$ cat config.mk
export PLATFORM = sky130hd
export DESIGN_NAME = mtcv_ctrl
export DESIGN_NICKNAME = d
export VERILOG_FILES = /design/src/rtl/midi_to_pitch_cv_with_glide_defines.svh /design/src/rtl/mtcv_pkg.sv /design/src/rtl/mtcv_ctrl.sv
export SDC_FILE = /design/constraint.sdc
export NUM_CORES = 1
export LEC_CHECK = 0
export BUFFER_PORTS_ARGS = -buffer_cell sky130_fd_sc_hd__buf_2
export CAP_MARGIN = 0
export CORE_MARGIN = 2
export CORE_UTILIZATION = 42
export DETAILED_ROUTE_END_ITERATION = 12
export GPL_ROUTABILITY_DRIVEN = 0
export PLACE_DENSITY = 0.86
export SLEW_MARGIN = 20
export SYNTH_ARGS = -nofsm -noshare
export SYNTH_HDL_FRONTEND = slang
export SYNTH_SLANG_ARGS = --single-unit
$ cat constraint.sdc
create_clock -name clk -period 1.8 [get_ports clk]
set_clock_uncertainty 0.2 [all_clocks]
set_input_delay 0.27 -clock clk [delete_from_list [all_inputs] [get_ports clk]]
set_output_delay 0.27 -clock clk [all_outputs]
set_load 0.01 [all_outputs]
$ cat src/rtl/midi_to_pitch_cv_with_glide_defines.svh
// assertion macros shared by the converter rtl
`ifndef MIDI_TO_PITCH_CV_WITH_GLIDE_DEFINES_SVH
`define MIDI_TO_PITCH_CV_WITH_GLIDE_DEFINES_SVH

// same-cycle implication on clk, disabled in reset
`define MTCV_ASSERT_NOW(label, a, b) \
    label: assert property (@(posedge clk) disable iff (!rst_n) (a) |-> (b)) \
        else $error("mtcv same-cycle check failed");

// next-cycle implication on clk, disabled in reset
`define MTCV_ASSERT_NEXT(label, a, b) \
    label: assert property (@(posedge clk) disable iff (!rst_n) (a) |=> (b)) \
        else $error("mtcv next-cycle check failed");

`endif

$ cat src/rtl/mtcv_pkg.sv
// types, constants and helper functions of the midi to pitch cv converter
`default_nettype none

package mtcv_pkg;

    // fixed widths
    localparam int FREQ_W = 40;
    localparam int NUM_W  = 60;
    localparam int DEN_W  = 42;
    localparam int BEND_W = 18;
    localparam int CFG_W  = 24;

    // configuration register indexes
    localparam logic [2:0] CFG_CHANNEL   = 3'd0;
    localparam logic [2:0] CFG_GLIDE_MD  = 3'd1;
    localparam logic [2:0] CFG_GLIDE_US  = 3'd2;
    localparam logic [2:0] CFG_BEND_RNG  = 3'd3;
    localparam logic [2:0] CFG_AT_MODE   = 3'd4;
    localparam logic [2:0] CFG_SRATE     = 3'd5;

    // midi message types (upper nibble of status)
    localparam logic [3:0] MSG_NOTE_OFF   = 4'h8;
    localparam logic [3:0] MSG_NOTE_ON    = 4'h9;
    localparam logic [3:0] MSG_POLY_PRESS = 4'hA;
    localparam logic [3:0] MSG_CHAN_PRESS = 4'hD;
    localparam logic [3:0] MSG_BEND       = 4'hE;

    // result target codes
    localparam logic [2:0] TGT_TELEM = 3'd0;
    localparam logic [2:0] TGT_FREQ  = 3'd1;
    localparam logic [2:0] TGT_GATE  = 3'd2;
    localparam logic [2:0] TGT_VEL   = 3'd3;
    localparam logic [2:0] TGT_PRESS = 3'd4;

    // numeric constants
    localparam logic [FREQ_W-1:0] FREQ_MAX   = {FREQ_W{1'b1}};
    localparam logic [FREQ_W-1:0] HZ440      = 40'd7381975040;
    localparam logic [FREQ_W-1:0] RATE_STEP  = 40'd16777216;
    localparam logic [BEND_W-1:0] BEND_UNITY = 18'd65536;
    localparam logic [BEND_W-1:0] BEND_OFS   = 18'd19660;
    localparam logic [21:0]       BEND_BIAS  = 22'd688140;
    localparam logic [22:0]       RECIP30    = 23'd4473925;
    localparam logic [19:0]       MICRO      = 20'd1000000;
    localparam logic [7:0]        RECIP12    = 8'd171;
    localparam logic [31:0]       LEVEL_ONE  = 32'd65536;

    typedef struct packed {
        logic        opcode;
        logic [7:0]  status_byte;
        logic [6:0]  data_one;
        logic [6:0]  data_two;
        logic [12:0] block_length;
    } in_item_t;

    typedef struct packed {
        logic [2:0]  target;
        logic [31:0] level;
        logic        last;
    } out_item_t;

    typedef enum logic [2:0] {
        KIND_DROP, KIND_NOTE_ON, KIND_NOTE_OFF, KIND_BEND,
        KIND_PRESS, KIND_OTHER, KIND_AUDIO
    } kind_t;

    typedef enum logic [2:0] {
        RES_TELEM, RES_FREQ, RES_GATE_ON, RES_GATE_OFF, RES_VEL, RES_PRESS
    } res_t;

    typedef enum logic [4:0] {
        ST_IDLE, ST_DECODE, ST_BEND_DIV, ST_BEND_SET, ST_TGT_MUL, ST_TGT_SET,
        ST_STEP_PREP, ST_STEP_MUL, ST_STEP_SUM, ST_DIV_START, ST_DIV_WAIT,
        ST_STEP_SET, ST_BLK_MUL, ST_BLK_SET, ST_EMIT_TELEM, ST_EMIT_FREQ,
        ST_EMIT_VEL, ST_EMIT_GATE, ST_EMIT_PRESS
    } state_t;

    // controller to datapath commands
    typedef struct packed {
        logic load;
        logic base_set;
        logic bend_mul;
        logic bend_div;
        logic bend_set;
        logic tgt_mul;
        logic tgt_set;
        logic step_prep;
        logic step_mul;
        logic step_sum;
        logic div_start;
        logic step_set;
        logic blk_mul;
        logic blk_set;
        logic emit;
        res_t res;
        logic last;
    } dp_cmd_t;

    // datapath to controller status
    typedef struct packed {
        kind_t kind;
        logic  glide_off;
        logic  glide_rate;
        logic  cur_eq_tgt;
        logic  den_zero;
        logic  div_done;
        logic  out_free;
    } dp_stat_t;

    // semitone table, Q4.24, lowest octave
    function automatic logic [27:0] semi_freq(input logic [3:0] idx);
        logic [27:0] f;
        unique case (idx)
            4'd0:    f = 28'd137167144;
            4'd1:    f = 28'd145323527;
            4'd2:    f = 28'd153964914;
            4'd3:    f = 28'd163120144;
            4'd4:    f = 28'd172819773;
            4'd5:    f = 28'd183096171;
            4'd6:    f = 28'd193983636;
            4'd7:    f = 28'd205518503;
            4'd8:    f = 28'd217739269;
            4'd9:    f = 28'd230686720;
            4'd10:   f = 28'd244404066;
            4'd11:   f = 28'd258937088;
            default: f = 28'd0;
        endcase
        return f;
    endfunction

    // round(d * 65536 / 127): d*516 plus (4d + 63) / 127
    function automatic logic [31:0] scale127(input logic [6:0] d);
        logic [9:0] t;
        logic [2:0] q;
        t = {1'b0, d, 2'b00} + 10'd63;
        q = {2'b00, t >= 10'd127} + {2'b00, t >= 10'd254}
          + {2'b00, t >= 10'd381} + {2'b00, t >= 10'd508};
        return 32'({d, 9'b0}) + 32'({d, 2'b0}) + 32'(q);
    endfunction

endpackage

`default_nettype wire

$ cat src/rtl/mtcv_ctrl.sv
// controller: sequences decode, arithmetic steps and result transfers
`default_nettype none

module mtcv_ctrl (
    input  wire logic               clk,
    input  wire logic               rst_n,
    input  wire logic               in_valid,
    output logic                    idle,
    input  wire mtcv_pkg::dp_stat_t stat,
    output mtcv_pkg::dp_cmd_t       cmd
);
    import mtcv_pkg::*;

    state_t state_reg, state_next;

    always_ff @(posedge clk or negedge rst_n)
    begin
        if (!rst_n)
            state_reg <= ST_IDLE;
        else
            state_reg <= state_next;
    end

    // next state
    always_comb
    begin
        state_next = state_reg;
        unique case (state_reg)
            ST_IDLE:
                if (in_valid)
                    state_next = ST_DECODE;
            ST_DECODE:
            begin
                unique case (stat.kind)
                    KIND_DROP:    state_next = ST_IDLE;
                    KIND_AUDIO:   state_next = stat.cur_eq_tgt ? ST_IDLE : ST_BLK_MUL;
                    KIND_NOTE_ON: state_next = ST_TGT_MUL;
                    KIND_BEND:    state_next = ST_BEND_DIV;
                    default:      state_next = ST_EMIT_TELEM;
                endcase
            end
            ST_BEND_DIV:  state_next = ST_BEND_SET;
            ST_BEND_SET:  state_next = ST_TGT_MUL;
            ST_TGT_MUL:   state_next = ST_TGT_SET;
            ST_TGT_SET:
                state_next = (stat.kind == KIND_NOTE_ON && !stat.glide_off) ? ST_STEP_PREP
                                                                            : ST_EMIT_TELEM;
            ST_STEP_PREP: state_next = ST_STEP_MUL;
            ST_STEP_MUL:  state_next = ST_STEP_SUM;
            ST_STEP_SUM:
                state_next = (!stat.glide_rate && !stat.den_zero) ? ST_DIV_START
                                                                  : ST_STEP_SET;
            ST_DIV_START: state_next = ST_DIV_WAIT;
            ST_DIV_WAIT:
                if (stat.div_done)
                    state_next = ST_STEP_SET;
            ST_STEP_SET:  state_next = ST_EMIT_TELEM;
            ST_BLK_MUL:   state_next = ST_BLK_SET;
            ST_BLK_SET:   state_next = ST_EMIT_FREQ;
            ST_EMIT_TELEM:
                if (stat.out_free)
                begin
                    unique case (stat.kind)
                        KIND_NOTE_ON:  state_next = stat.glide_off ? ST_EMIT_FREQ
                                                                   : ST_EMIT_VEL;
                        KIND_NOTE_OFF: state_next = ST_EMIT_GATE;
                        KIND_BEND:     state_next = stat.glide_off ? ST_EMIT_FREQ
                                                                   : ST_IDLE;
                        KIND_PRESS:    state_next = ST_EMIT_PRESS;
                        default:       state_next = ST_IDLE;
                    endcase
                end
            ST_EMIT_FREQ:
                if (stat.out_free)
                    state_next = (stat.kind == KIND_NOTE_ON) ? ST_EMIT_VEL : ST_IDLE;
            ST_EMIT_VEL:
                if (stat.out_free)
                    state_next = ST_EMIT_GATE;
            ST_EMIT_GATE, ST_EMIT_PRESS:
                if (stat.out_free)
                    state_next = ST_IDLE;
            default: state_next = ST_IDLE;
        endcase
    end

    // commands
    always_comb
    begin
        cmd      = '0;
        cmd.res  = RES_TELEM;
        idle     = state_reg == ST_IDLE;
        unique case (state_reg)
            ST_IDLE:      cmd.load = in_valid;
            ST_DECODE:
            begin
                cmd.base_set = stat.kind == KIND_NOTE_ON;
                cmd.bend_mul = stat.kind == KIND_BEND;
            end
            ST_BEND_DIV:  cmd.bend_div  = 1'b1;
            ST_BEND_SET:  cmd.bend_set  = 1'b1;
            ST_TGT_MUL:   cmd.tgt_mul   = 1'b1;
            ST_TGT_SET:   cmd.tgt_set   = 1'b1;
            ST_STEP_PREP: cmd.step_prep = 1'b1;
            ST_STEP_MUL:  cmd.step_mul  = 1'b1;
            ST_STEP_SUM:  cmd.step_sum  = 1'b1;
            ST_DIV_START: cmd.div_start = 1'b1;
            ST_DIV_WAIT:  ;
            ST_STEP_SET:  cmd.step_set  = 1'b1;
            ST_BLK_MUL:   cmd.blk_mul   = 1'b1;
            ST_BLK_SET:   cmd.blk_set   = 1'b1;
            ST_EMIT_TELEM:
            begin
                cmd.emit = stat.out_free;
                cmd.res  = RES_TELEM;
                cmd.last = stat.kind == KIND_OTHER
                        || (stat.kind == KIND_BEND && !stat.glide_off);
            end
            ST_EMIT_FREQ:
            begin
                cmd.emit = stat.out_free;
                cmd.res  = RES_FREQ;
                cmd.last = stat.kind != KIND_NOTE_ON;
            end
            ST_EMIT_VEL:
            begin
                cmd.emit = stat.out_free;
                cmd.res  = RES_VEL;
            end
            ST_EMIT_GATE:
            begin
                cmd.emit = stat.out_free;
                cmd.res  = (stat.kind == KIND_NOTE_ON) ? RES_GATE_ON : RES_GATE_OFF;
                cmd.last = 1'b1;
            end
            ST_EMIT_PRESS:
            begin
                cmd.emit = stat.out_free;
                cmd.res  = RES_PRESS;
                cmd.last = 1'b1;
            end
            default: ;
        endcase
    end

endmodule

`default_nettype wire

==> flow_summary.ini <==
[run_status]
status = finished with violations
violations = negative setup slack

[floorplanning]
core_um2 = 1727
rows = 15
die_w_um = 46.94
die_area_um2 = 2203
dieHeight_um = 46.94
io_pins = 32
start_util_pct = 44.86

[clocking]
clk_pin_slew_worst_paths_ns = 0.05
clock_path_buffers = 2
clock-sinks = 5
htreeDepth = 1
cts_buffers = 3
cts_root_buffer = clkbuf_4
clock_latency_ns = 0.25
cts_tree = built

[place]
post_dp_cell_area_um2 = 1071
io_buffers = 31
place_ws_ns = -0.09361
dp_hpwl_um = 1981

[sta]
slew_violations = 0
layout_min_cycle_time_ns = 2.093
relSlewSlack_pct = 75.62
post-route-period-util_pct = 116.3
max_freq_ghz = 0.4777
finalSetupTns_ns = -2.896
setup_ws_ns = -0.2934
worst_hold_slack_ns = 0.08335
final_hold_viol_count = 0
rsz0062_at_grt = true
setup_viol = 24
tightest_slew_ns = 0.3630

[setup_path]
path_class = flop to flop
startpoint_type = flop
cp.required_ns = 1.77
cp.arrival_ns = 2.06
critical_path.max_fanout = 6
cp-end-kind = flop

[yosys]
netlist_area_um2 = 774.5
ys_ff_latch = 5
async_reset_ff_share_pct = 100.0
synth_top_area_share_pct = 16.16
yosysTopAreaCell = dfrtp_1
syn_avg_cell_area_um2 = 6.246
synth_top_flop_cell = dfrtp_1
synth_edf_count = 0
synth_fp_nets = 136
yosysWarnings = 0
synth_cells = 124
ys_seq_area_share_pct = 16.16
synth_cell_types = 39
synth_common_cells = nor2_1, nand2_1, a21oi_1, clkbuf_1, o21ai_0
synth_area_leaders = dfrtp_1, nor2_1, nand2_1, a21oi_1, o21ai_0
yosysMostFrequentCell = nor2_1

[routing]
drtAntennaViolNets = 0
drt_iter0_markers = 84
viasPerCell = 6.024
first_pass_iters = 5
routed_wl_um = 3500
drc = 0
num_vias = 1277
post_drt_wl_per_cell_um = 16.51

[final_layout]
stdcell_area_um2 = 1376
antennaDiodeCount = 0
final_nets = 200
drive_gt1_share_pct = 54.55
largest_reg_flops = 5
utilization_pct = 79.71
area_growth_pct = 77.71

[global_route]
grt_max_degree = 12
antenna_found_initial = 0
grt_pass1_wl_um = 4457
grt_pass1_vias = 1067
track_usage_pct = 28.45
gr-total-overflow = 0

[pwr]
p_leak_nw = 0.6590
power_density_nw_per_um2 = 1620
peakVddDrop_mv = 0.8240

[worst_hold_path]
hold_class = input pin to flop

[flow_run]
maxCapViolations = 0
## cell families after synthesis
family / count (synthesis) / synth area share [%]
AND/OR/NAND/NOR: 65 / 42.81
AO/OA/AOI/OAI: 36 / 30.05
multiplexers: 1 / 1.292
flip-flops: 5 / 16.16
buffers and inverters: 17 / 9.693
## worst paths after layout
kind / slack [ns] / startpoint / depth (start not counted) / to
max: -0.29 / state_reg[1]$_DFFE_PN0P_ / 7 / state_reg[3]$_DFFE_PN0P_
min: 0.08 / stat[0] / 2 / state_reg[2]$_DFFE_PN0P_
max reg2reg: -0.29 / state_reg[1]$_DFFE_PN0P_ / 7 / state_reg[3]$_DFFE_PN0P_
min reg2reg: 0.65 / state_reg[1]$_DFFE_PN0P_ / 4 / state_reg[1]$_DFFE_PN0P_
max in group asynchronous: 1.08 / rst_n / 2 / state_reg[1]$_DFFE_PN0P_
min in group asynchronous: 0.16 / rst_n / 2 / state_reg[0]$_DFFE_PN0P_
## what timing repair did
item,4_1_cts,5_1_grt
endpoints found under the setup margin,24,25
endpoints found under the hold margin,5,0
gates resized for setup,22,17
setup buffers,9,8
hold buffers,1,0
pin swaps,4,3
## stage by stage
stage,instances,total power [mW]
3_3_place_gp,190,1.418
5_1_grt,212,2.339
4_1_cts,204,1.865
6_report,212,2.230
2_1_floorplan,124,0.9970
3_5_place_dp,190,1.456
## cells in the final DEF, fill, tap and decap left out, types with 2 or more instances in the layout
cell type,n
nand2b_1,4
nor3_2,3
dfrtp_2,5
o31ai_2,2
o21ai_1,3
o211ai_1,2
nor3_1,2
buf_6,4
o21ai_0,6
a21oi_1,8
clkbuf_4,3
nand2_1,10
nor2b_1,2
buf_2,31
nand4b_1,2
buf_4,34
nor2_4,2
inv_1,5
or3b_1,2
nand2_2,3
nor2_1,19
or3_1,2
a31oi_1,2
## routing by layer
layer	share of wire, %	global-route usage (%)	wire length, µm
met5	0	0	0
met2	47	50.96	1649
met4	5.6	15.00	195
met1	37	31.79	1310
met3	9.8	5.000	344
## area by class of cell
cell class | count | area (µm²)
multi-input cells | 102 | 699.4
repair buffers | 70 | 465.4
fillers | 131 | 350.3
flip-flops and latches | 5 | 131.4
well taps | 25 | 31.28
clock buffers | 4 | 26.28
inverters | 6 | 22.52
## critical path, stage by stage (launching register included)
cell,delay [ns]
dfrtp_2,0.39
buf_4,0.15
nand4b_1,0.22
buf_4,0.22
or4_4,0.43
o211ai_1,0.16
a31oi_1,0.10
o21ai_1,0.14
## report_power, final
group | total (mW) | switching, mW | internal (mW)
combinational | 1.81 | 0.965 | 0.845
sequential | 0.283 | 0.105 | 0.177
clock | 0.137 | 0.0526 | 0.0842
No activity file was read; power rests on OpenSTA's default activity.
